$ cat config.mk
export PLATFORM = sky130hd
export DESIGN_NAME = priority_palette_block_reduce_core
export DESIGN_NICKNAME = d
export VERILOG_FILES = /design/src/hdl/ppbr_pkg.sv /design/src/hdl/ppbr_select.sv /design/src/hdl/priority_palette_block_reduce_core.sv
export SDC_FILE = /design/constraint.sdc
export NUM_CORES = 1
export LEC_CHECK = 0
export ABC_AREA = 1
export BUFFER_PORTS_ARGS = -buffer_cell sky130_fd_sc_hd__buf_2
export CELL_PAD_IN_SITES_DETAIL_PLACEMENT = 1
export CELL_PAD_IN_SITES_GLOBAL_PLACEMENT = 2
export CORE_ASPECT_RATIO = 0.5
export CORE_MARGIN = 1.5
export CORE_UTILIZATION = 38
export CTS_BUF_LIST = sky130_fd_sc_hd__clkbuf_4 sky130_fd_sc_hd__clkbuf_8
export DETAILED_ROUTE_END_ITERATION = 8
export PLACE_DENSITY = 0.95
export SYNTH_ARGS = -nofsm -noshare
export SYNTH_HDL_FRONTEND = slang
export SYNTH_HIERARCHICAL = 1
export SYNTH_SLANG_ARGS = --single-unit
$ cat constraint.sdc
create_clock -name i_clk -period 15.4 [get_ports i_clk]
set_input_delay 1.54 -clock i_clk [delete_from_list [all_inputs] [get_ports i_clk]]
set_output_delay 1.54 -clock i_clk [all_outputs]
set_load 0.01 [all_outputs]
$ cat src/hdl/ppbr_pkg.sv
package ppbr_pkg;

    // Palette geometry
    localparam int unsigned NumColors  = 13;
    localparam int unsigned NumPixels  = 4;
    localparam int unsigned TieListLen = 11;

    typedef logic [3:0] t_color;
    typedef logic [2:0] t_count;

    // Named palette entries with special meaning
    localparam t_color ColorBlack      = 4'd0;
    localparam t_color ColorBrown      = 4'd4;
    localparam t_color ColorTieDefault = 4'd1;

    // Tie-break order, first entry wins
    localparam t_color TieOrder [TieListLen] = '{
        4'd10, 4'd6, 4'd11, 4'd0, 4'd8, 4'd2, 4'd9, 4'd3, 4'd12, 4'd4, 4'd5
    };

endpackage

$ cat src/hdl/ppbr_select.sv
module ppbr_select (
    input  ppbr_pkg::t_color i_pixels [ppbr_pkg::NumPixels],
    input  logic             i_priority_mode,
    output ppbr_pkg::t_color o_color
);
    import ppbr_pkg::*;

    logic                 valid   [NumPixels];
    t_count               cnt     [NumPixels];
    logic [NumColors-1:0] present;
    t_count               max_ab;
    t_count               max_cd;
    t_count               max_cnt;
    t_count               num_max;
    logic                 tie;
    t_color               winner;
    t_color               tie_pick;

    // Flag pixels that carry a real palette index
    always_comb begin
        for (int i = 0; i < NumPixels; i++) begin
            valid[i] = (i_pixels[i] < t_color'(NumColors));
        end
    end

    // Mark every color present in the block
    always_comb begin
        present = '0;
        for (int c = 0; c < NumColors; c++) begin
            for (int i = 0; i < NumPixels; i++) begin
                if (valid[i] && (i_pixels[i] == t_color'(c))) begin
                    present[c] = 1'b1;
                end
            end
        end
    end

    // Count how often each pixel's color occurs in the block
    always_comb begin
        for (int i = 0; i < NumPixels; i++) begin
            cnt[i] = '0;
            for (int j = 0; j < NumPixels; j++) begin
                if (valid[i] && valid[j] && (i_pixels[j] == i_pixels[i])) begin
                    cnt[i] = cnt[i] + t_count'(1);
                end
            end
        end
    end

    // Find the largest count and how many pixels reach it
    always_comb begin
        max_ab  = (cnt[0] > cnt[1]) ? cnt[0] : cnt[1];
        max_cd  = (cnt[2] > cnt[3]) ? cnt[2] : cnt[3];
        max_cnt = (max_ab > max_cd) ? max_ab : max_cd;
        num_max = '0;
        for (int i = 0; i < NumPixels; i++) begin
            if (cnt[i] == max_cnt) begin
                num_max = num_max + t_count'(1);
            end
        end
    end

    // A tie stands when no color is present or two or more colors share the top count
    assign tie = (max_cnt == t_count'(0))
              || ((max_cnt == t_count'(1)) && (num_max >= t_count'(2)))
              || ((max_cnt == t_count'(2)) && (num_max == t_count'(4)));

    // Take the first pixel holding the top count
    always_comb begin
        winner = i_pixels[0];
        for (int i = NumPixels - 1; i >= 0; i--) begin
            if (cnt[i] == max_cnt) begin
                winner = i_pixels[i];
            end
        end
    end

    // Walk the tie list backward so the earliest present entry lands last
    always_comb begin
        tie_pick = ColorTieDefault;
        for (int k = TieListLen - 1; k >= 0; k--) begin
            if (present[TieOrder[k]]) begin
                tie_pick = TieOrder[k];
            end
        end
    end

    // Black, then brown, override in priority mode
    always_comb begin
        priority if (i_priority_mode && present[ColorBlack]) begin
            o_color = ColorBlack;
        end else if (i_priority_mode && present[ColorBrown]) begin
            o_color = ColorBrown;
        end else if (!tie) begin
            o_color = winner;
        end else begin
            o_color = tie_pick;
        end
    end

endmodule

$ cat src/hdl/priority_palette_block_reduce_core.sv
// Reduces one 2x2 block of palette indices to a single index, one block per clock.
// A word is taken whenever start is high (busy is held low) and its result appears
// on o_chosen_color with the o_valid strobe after passing the input register and then
// the result register, with the count and priority logic between.
// The receiver cannot stall, so results must be taken in the strobe cycle.
// Indices above twelve are ignored. The priority mode bit resets to 1 and should be
// written only while no word is in flight.
module priority_palette_block_reduce_core (
    input  logic             i_clk,
    input  logic             i_rst_n,
    input  logic             start,
    output logic             busy,
    input  logic             i_cfg_wr_en,
    input  logic             i_cfg_wr_data,
    input  ppbr_pkg::t_color i_pixel_top_left,
    input  ppbr_pkg::t_color i_pixel_top_right,
    input  ppbr_pkg::t_color i_pixel_bottom_left,
    input  ppbr_pkg::t_color i_pixel_bottom_right,
    output logic             o_valid,
    output ppbr_pkg::t_color o_chosen_color
);
    import ppbr_pkg::*;

    logic   r_priority_mode;
    logic   r_in_valid;
    t_color r_pixels [NumPixels];
    logic   r_out_valid;
    t_color r_color;
    t_color n_color;

    // Never hold off a word
    assign busy = 1'b0;

    // Hold the mode register
    always_ff @(posedge i_clk) begin
        if (!i_rst_n) begin
            r_priority_mode <= 1'b1;
        end else if (i_cfg_wr_en) begin
            r_priority_mode <= i_cfg_wr_data;
        end
    end

    // Capture the incoming block
    always_ff @(posedge i_clk) begin
        if (!i_rst_n) begin
            r_in_valid <= 1'b0;
        end else begin
            r_in_valid <= start && !busy;
        end
    end

    always_ff @(posedge i_clk) begin
        if (start && !busy) begin
            r_pixels[0] <= i_pixel_top_left;
            r_pixels[1] <= i_pixel_top_right;
            r_pixels[2] <= i_pixel_bottom_left;
            r_pixels[3] <= i_pixel_bottom_right;
        end
    end

    // Pick the reduced color
    ppbr_select u_select (
        .i_pixels        (r_pixels),
        .i_priority_mode (r_priority_mode),
        .o_color         (n_color)
    );

    // Register the result and its strobe
    always_ff @(posedge i_clk) begin
        if (!i_rst_n) begin
            r_out_valid <= 1'b0;
        end else begin
            r_out_valid <= r_in_valid;
        end
    end

    always_ff @(posedge i_clk) begin
        if (r_in_valid) begin
            r_color <= n_color;
        end
    end

    assign o_valid        = r_out_valid;
    assign o_chosen_color = r_color;

`ifndef SYNTHESIS
    a_latency: assert property (@(posedge i_clk) disable iff (!i_rst_n)
        (start && !busy) |=> ##1 o_valid)
        else $error("accepted word produced no result two cycles later");

    a_no_spurious: assert property (@(posedge i_clk) disable iff (!i_rst_n)
        o_valid |-> $past(start && !busy, 2))
        else $error("result strobe without an accepted word");

    a_color_range: assert property (@(posedge i_clk) disable iff (!i_rst_n)
        o_valid |-> (o_chosen_color < t_color'(NumColors)))
        else $error("chosen color outside the palette");
`endif

endmodule
==> results summary <==
The run finished with clean final reports. Dividing the detail-routed via count by the number of cells gives 5.222. The estimated wirelength of the detail-placed design is 10.47 mm. The most congested layer reported by global routing is met2.

After detailed routing, the average wire length per cell comes to 16.08 um. At the worst endpoint, the required time is 15.42 ns. The number of global-route vias before repair came to 4001. The global routing usage on met2 came out at 0.4252.

For this run, design rule violations remaining after detail routing come to 0. VDD sags by at most 0.0001180 V. The worst-case register-to-register setup slack came out at 8.09 ns.

At the end of the flow, the number of nets in the layout was 689. Final hold analysis gives a worst-case slack of 0.4729 ns. The clock period minus final worst setup slack came out at 7.307 ns. The synthesized design contains 20 enable-type register cells. The area of all placed cells without fillers is 4203 um^2. The aggregate routed wire length came out at 12.59 mm. The register area is 660.6 um^2. The worst path arrival time came out at 7.33 ns.

The routed layout has 4089 vias. Across the routed clock network, the largest skew measured is 0.005989 ns. A synthesized cell averages 6.343 um^2. The worst register-to-register path has a depth of 43. The type of the worst setup path is register to register. The core region is 10210 um^2. The endpoint identified for the worst register-to-register timing path is o_chosen_color[3]$_DFFE_PP_. The min-delay analysis places its worst path in the category register to register. The slew at the pin with the worst max-slew slack came out at 0.7079 ns. The number of ports placed on the die boundary came out at 27. By instance count, the cell type seen most on the critical path is sky130_fd_sc_hd__nand2_1. Ranked by instance count, the synthesized netlist is headed by sky130_fd_sc_hd__nand2_1, sky130_fd_sc_hd__nand3_1, sky130_fd_sc_hd__inv_1. The unique cell type count in the Yosys netlist is 45. The maximum level of the CTS H-tree is 1.

The highest clock frequency the design can meet came out at 136.9 MHz. The worst register-to-register path begins at r_pixels[9]$_DFFE_PP_. The largest single stage delay on the critical path is 0.63 ns. The mapped netlist covers 4003 um^2.

The worst setup path is captured at a register. The standard cell area after detailed placement is 4154 um^2. The number of clock sinks seen by CTS came out at 23. The number of antenna violations at the first check in global routing is 0. The highest-delay cell along the critical path is sky130_fd_sc_hd__edfxtp_1. The number of detailed-route iterations in the first pass came out at 4. The fill cell total of the finished layout came out at 1403. The max-cap check violation count is 0. The synthesis-stage register bit count is 23. The sequential cell area fraction in the yosys report came out at 0.1651.

The fraction of final layout cells sized beyond drive strength 1 is 0.2006. The static leakage power came out at 2.179 nW. TritonCTS built the clock tree. The remaining global-route overflow is 0. The floorplan die area came out at 11190 um^2. After the first detailed-routing iteration, the DRC count stood at 207. The worst setup slack after placement came out at 8.135 ns.

The synthesized netlist net count is 676. The most common cell in the synthesized netlist is sky130_fd_sc_hd__nand2_1. The number of buffer and inverter instances along the worst setup path came out at 6. The effective utilization at floorplan is 0.3918.

The part of the cycle the worst path needs came out at 0.4745. The number of hold buffers added after CTS was 0. The final count of negative-setup-slack endpoints came out at 0. By area the synthesized netlist is led by sky130_fd_sc_hd__nand2_1, sky130_fd_sc_hd__edfxtp_1, sky130_fd_sc_hd__nand3_1. The number of routed nets with antenna violations is 0. The setup TNS after final layout came out at 0 ns.

The worst setup path is launched from a register. The post-CTS setup-driven buffer insertion count came out at 0. The clock latency on the worst-skew pair is 0.26 ns. Among all flip-flop cells after synthesis, the most frequent one is sky130_fd_sc_hd__edfxtp_1. The area used by multi-input combinational logic is 2858 um^2. The cell class contributing the biggest share of worst-path delay is simple AND/OR/NAND/NOR gates.

The clock input transition at the sequential cells of the worst setup and hold paths came out at 0.08 ns. The number of buffers on the longest clock path came out at 2. After synthesis, the share of flip-flops with an asynchronous set or reset is 0. Across all setup checks in the final design, the least slack found is 8.093 ns. Along the worst path, the maximum fanout reaches 9. The startpoint identified for the worst hold timing path is r_priority_mode$_SDFFE_PN1P_.

The number of gates resized after CTS is 0. The horizontal extent of the die came out at 148.1 um. The quantity of I/O buffers inserted on ports came out at 25. The worst hold path passes through 2 cells. The global routing usage summed across all routing layers came out at 0.2298. In this run the clock root is driven by a sky130_fd_sc_hd__clkbuf_8. The first global-routing pass estimated 20.17 mm of wire. The repair_antennas step left the layout with diodes totalling 0. The met3 track utilization from global routing came out at 0.01018. Summed over all instances, the cell type with the most area after synthesis is sky130_fd_sc_hd__nand2_1. The area share of the leading cell type in the synthesized netlist came out at 0.1969. The area added between synthesis and finish came out at 5.002%. The worst hold path terminates at r_priority_mode$_SDFFE_PN1P_. Synthesis produced 631 cells.

The standard-cell row count is 26. The number of max-slew violations in the final report is 0. In the global route stage, met1 resource usage came out at 0.3146. The total power divided by cell area is 213.1 nW/um^2. The count of synthesis-stage warnings from yosys came out at 6.

The die outline height is 75.57 um. Counting the buffers created by CTS gives 3. The count of endpoints failing hold in the final timing report is 0. The remaining max-slew budget at the tightest pin came out at 0.5237. Setup repair after global routing left no endpoint under its margin. Entering global routing, the biggest net connects 18 pins.

The congestion estimate from routability-driven global placement came to 0.9214.
==> cell families after synthesis <==
| kind of cell | Yosys count | share of synthesized area |
|---|---|---|
| flip-flops | 23 | 0.1651 |
| AO/OA/AOI/OAI | 42 | 0.06877 |
| buffers and inverters | 103 | 0.1210 |
| adder cells (fa/ha/maj) | 24 | 0.07502 |
| other | 1 | 0.0009369 |
| XOR/XNOR | 9 | 0.02157 |
| AND/OR/NAND/NOR | 429 | 0.5477 |
==> worst register-to-register path: cells and delay by family (launching register included) <==
family	cells	cell delay, ns
AOI/OAI and AO/OA	4	0.61
adders and majority gates	6	1.79
and+or+nand+nor	26	3.25
DFF	1	0.63
xor gates and xnor gates	1	0.15
buffers and inverters	6	0.66
==> placed cells by master, fill, tap and decap left out, types with 2 or more instances in the layout <==
| cell | instances |
|---|---|
| sky130_fd_sc_hd__o21ai_0 | 8 |
| sky130_fd_sc_hd__nand3b_1 | 4 |
| sky130_fd_sc_hd__o22ai_1 | 3 |
| sky130_fd_sc_hd__edfxtp_1 | 20 |
| sky130_fd_sc_hd__ha_1 | 24 |
| sky130_fd_sc_hd__nor2_1 | 43 |
| sky130_fd_sc_hd__nor2_4 | 12 |
| sky130_fd_sc_hd__xor2_1 | 7 |
| sky130_fd_sc_hd__clkbuf_8 | 3 |
| sky130_fd_sc_hd__nor2_2 | 8 |
| sky130_fd_sc_hd__nand2_4 | 3 |
| sky130_fd_sc_hd__a21oi_1 | 13 |
| sky130_fd_sc_hd__nand2_2 | 27 |
| sky130_fd_sc_hd__nand3_1 | 77 |
| sky130_fd_sc_hd__a221oi_1 | 5 |
| sky130_fd_sc_hd__dfxtp_1 | 3 |
| sky130_fd_sc_hd__nand3_2 | 15 |
| sky130_fd_sc_hd__o211ai_1 | 3 |
| sky130_fd_sc_hd__nand2_1 | 210 |
| sky130_fd_sc_hd__inv_4 | 3 |
| sky130_fd_sc_hd__nor3_1 | 8 |
| sky130_fd_sc_hd__inv_2 | 17 |
| sky130_fd_sc_hd__nor2_8 | 4 |
| sky130_fd_sc_hd__nor4_1 | 2 |
| sky130_fd_sc_hd__a31oi_1 | 2 |
| sky130_fd_sc_hd__nand4_1 | 7 |
| sky130_fd_sc_hd__inv_1 | 65 |
| sky130_fd_sc_hd__a22oi_1 | 2 |
| sky130_fd_sc_hd__nand3_4 | 5 |
| sky130_fd_sc_hd__buf_2 | 25 |
==> worst max-delay path by stage <==
stage,depth (start not counted),start,slack (ns),end
after CTS,43,r_pixels[9]$_DFFE_PP_,8.13,o_chosen_color[2]$_DFFE_PP_
after floorplan,44,r_pixels[4]$_DFFE_PP_,9.31,o_chosen_color[3]$_DFFE_PP_
final,43,r_pixels[9]$_DFFE_PP_,8.09,o_chosen_color[3]$_DFFE_PP_
after global routing,48,r_pixels[9]$_DFFE_PP_,7.31,o_chosen_color[2]$_DFFE_PP_
after global placement,43,r_pixels[9]$_DFFE_PP_,8.33,o_chosen_color[2]$_DFFE_PP_
after detailed placement,43,r_pixels[9]$_DFFE_PP_,8.14,o_chosen_color[2]$_DFFE_PP_
==> stage by stage <==
step / power [mW] / std cells / util
2_1_floorplan: 0.7172 / 631 / -
3_3_place_gp: 0.8485 / 779 / 0.4067
3_5_place_dp: 0.8633 / 779 / 0.4067
4_1_cts: 0.9032 / 783 / 0.4114
5_1_grt: 1.003 / 783 / 0.4114
6_report: 0.8956 / 783 / 0.4114
==> cell type report <==
| class | count | area share |
|---|---|---|
| Timing Repair Buffer | 25 | 0.02977 |
| Clock buffer | 4 | 0.01161 |
| Multi-Input combinational cell | 505 | 0.6800 |
| Inverter | 86 | 0.07979 |
| Tap cell | 140 | 0.04168 |
| Sequential cell | 23 | 0.1572 |
==> state kept, by name, indices dropped and copies added (netlist names) <==
signal           cells
r_pixels            16
o_chosen_color       4
r_priority_mode      1
o_valid              1
r_in_valid           1
==> per-layer routing <==
metal  vias up  wire length (um)
met4         0                35
met3         4               369
met5         -                 0
met2        75              5910
met1      1947              6278
li1       2063                 -
==> power by group <==
group	internal, mW	switching, mW	total (mW)
clock	0.0202	0.0176	0.0377
combinational	0.263	0.491	0.754
sequential	0.0885	0.0149	0.103
total	0.372	0.524	0.896
No activity file was read; power rests on OpenSTA's default activity.
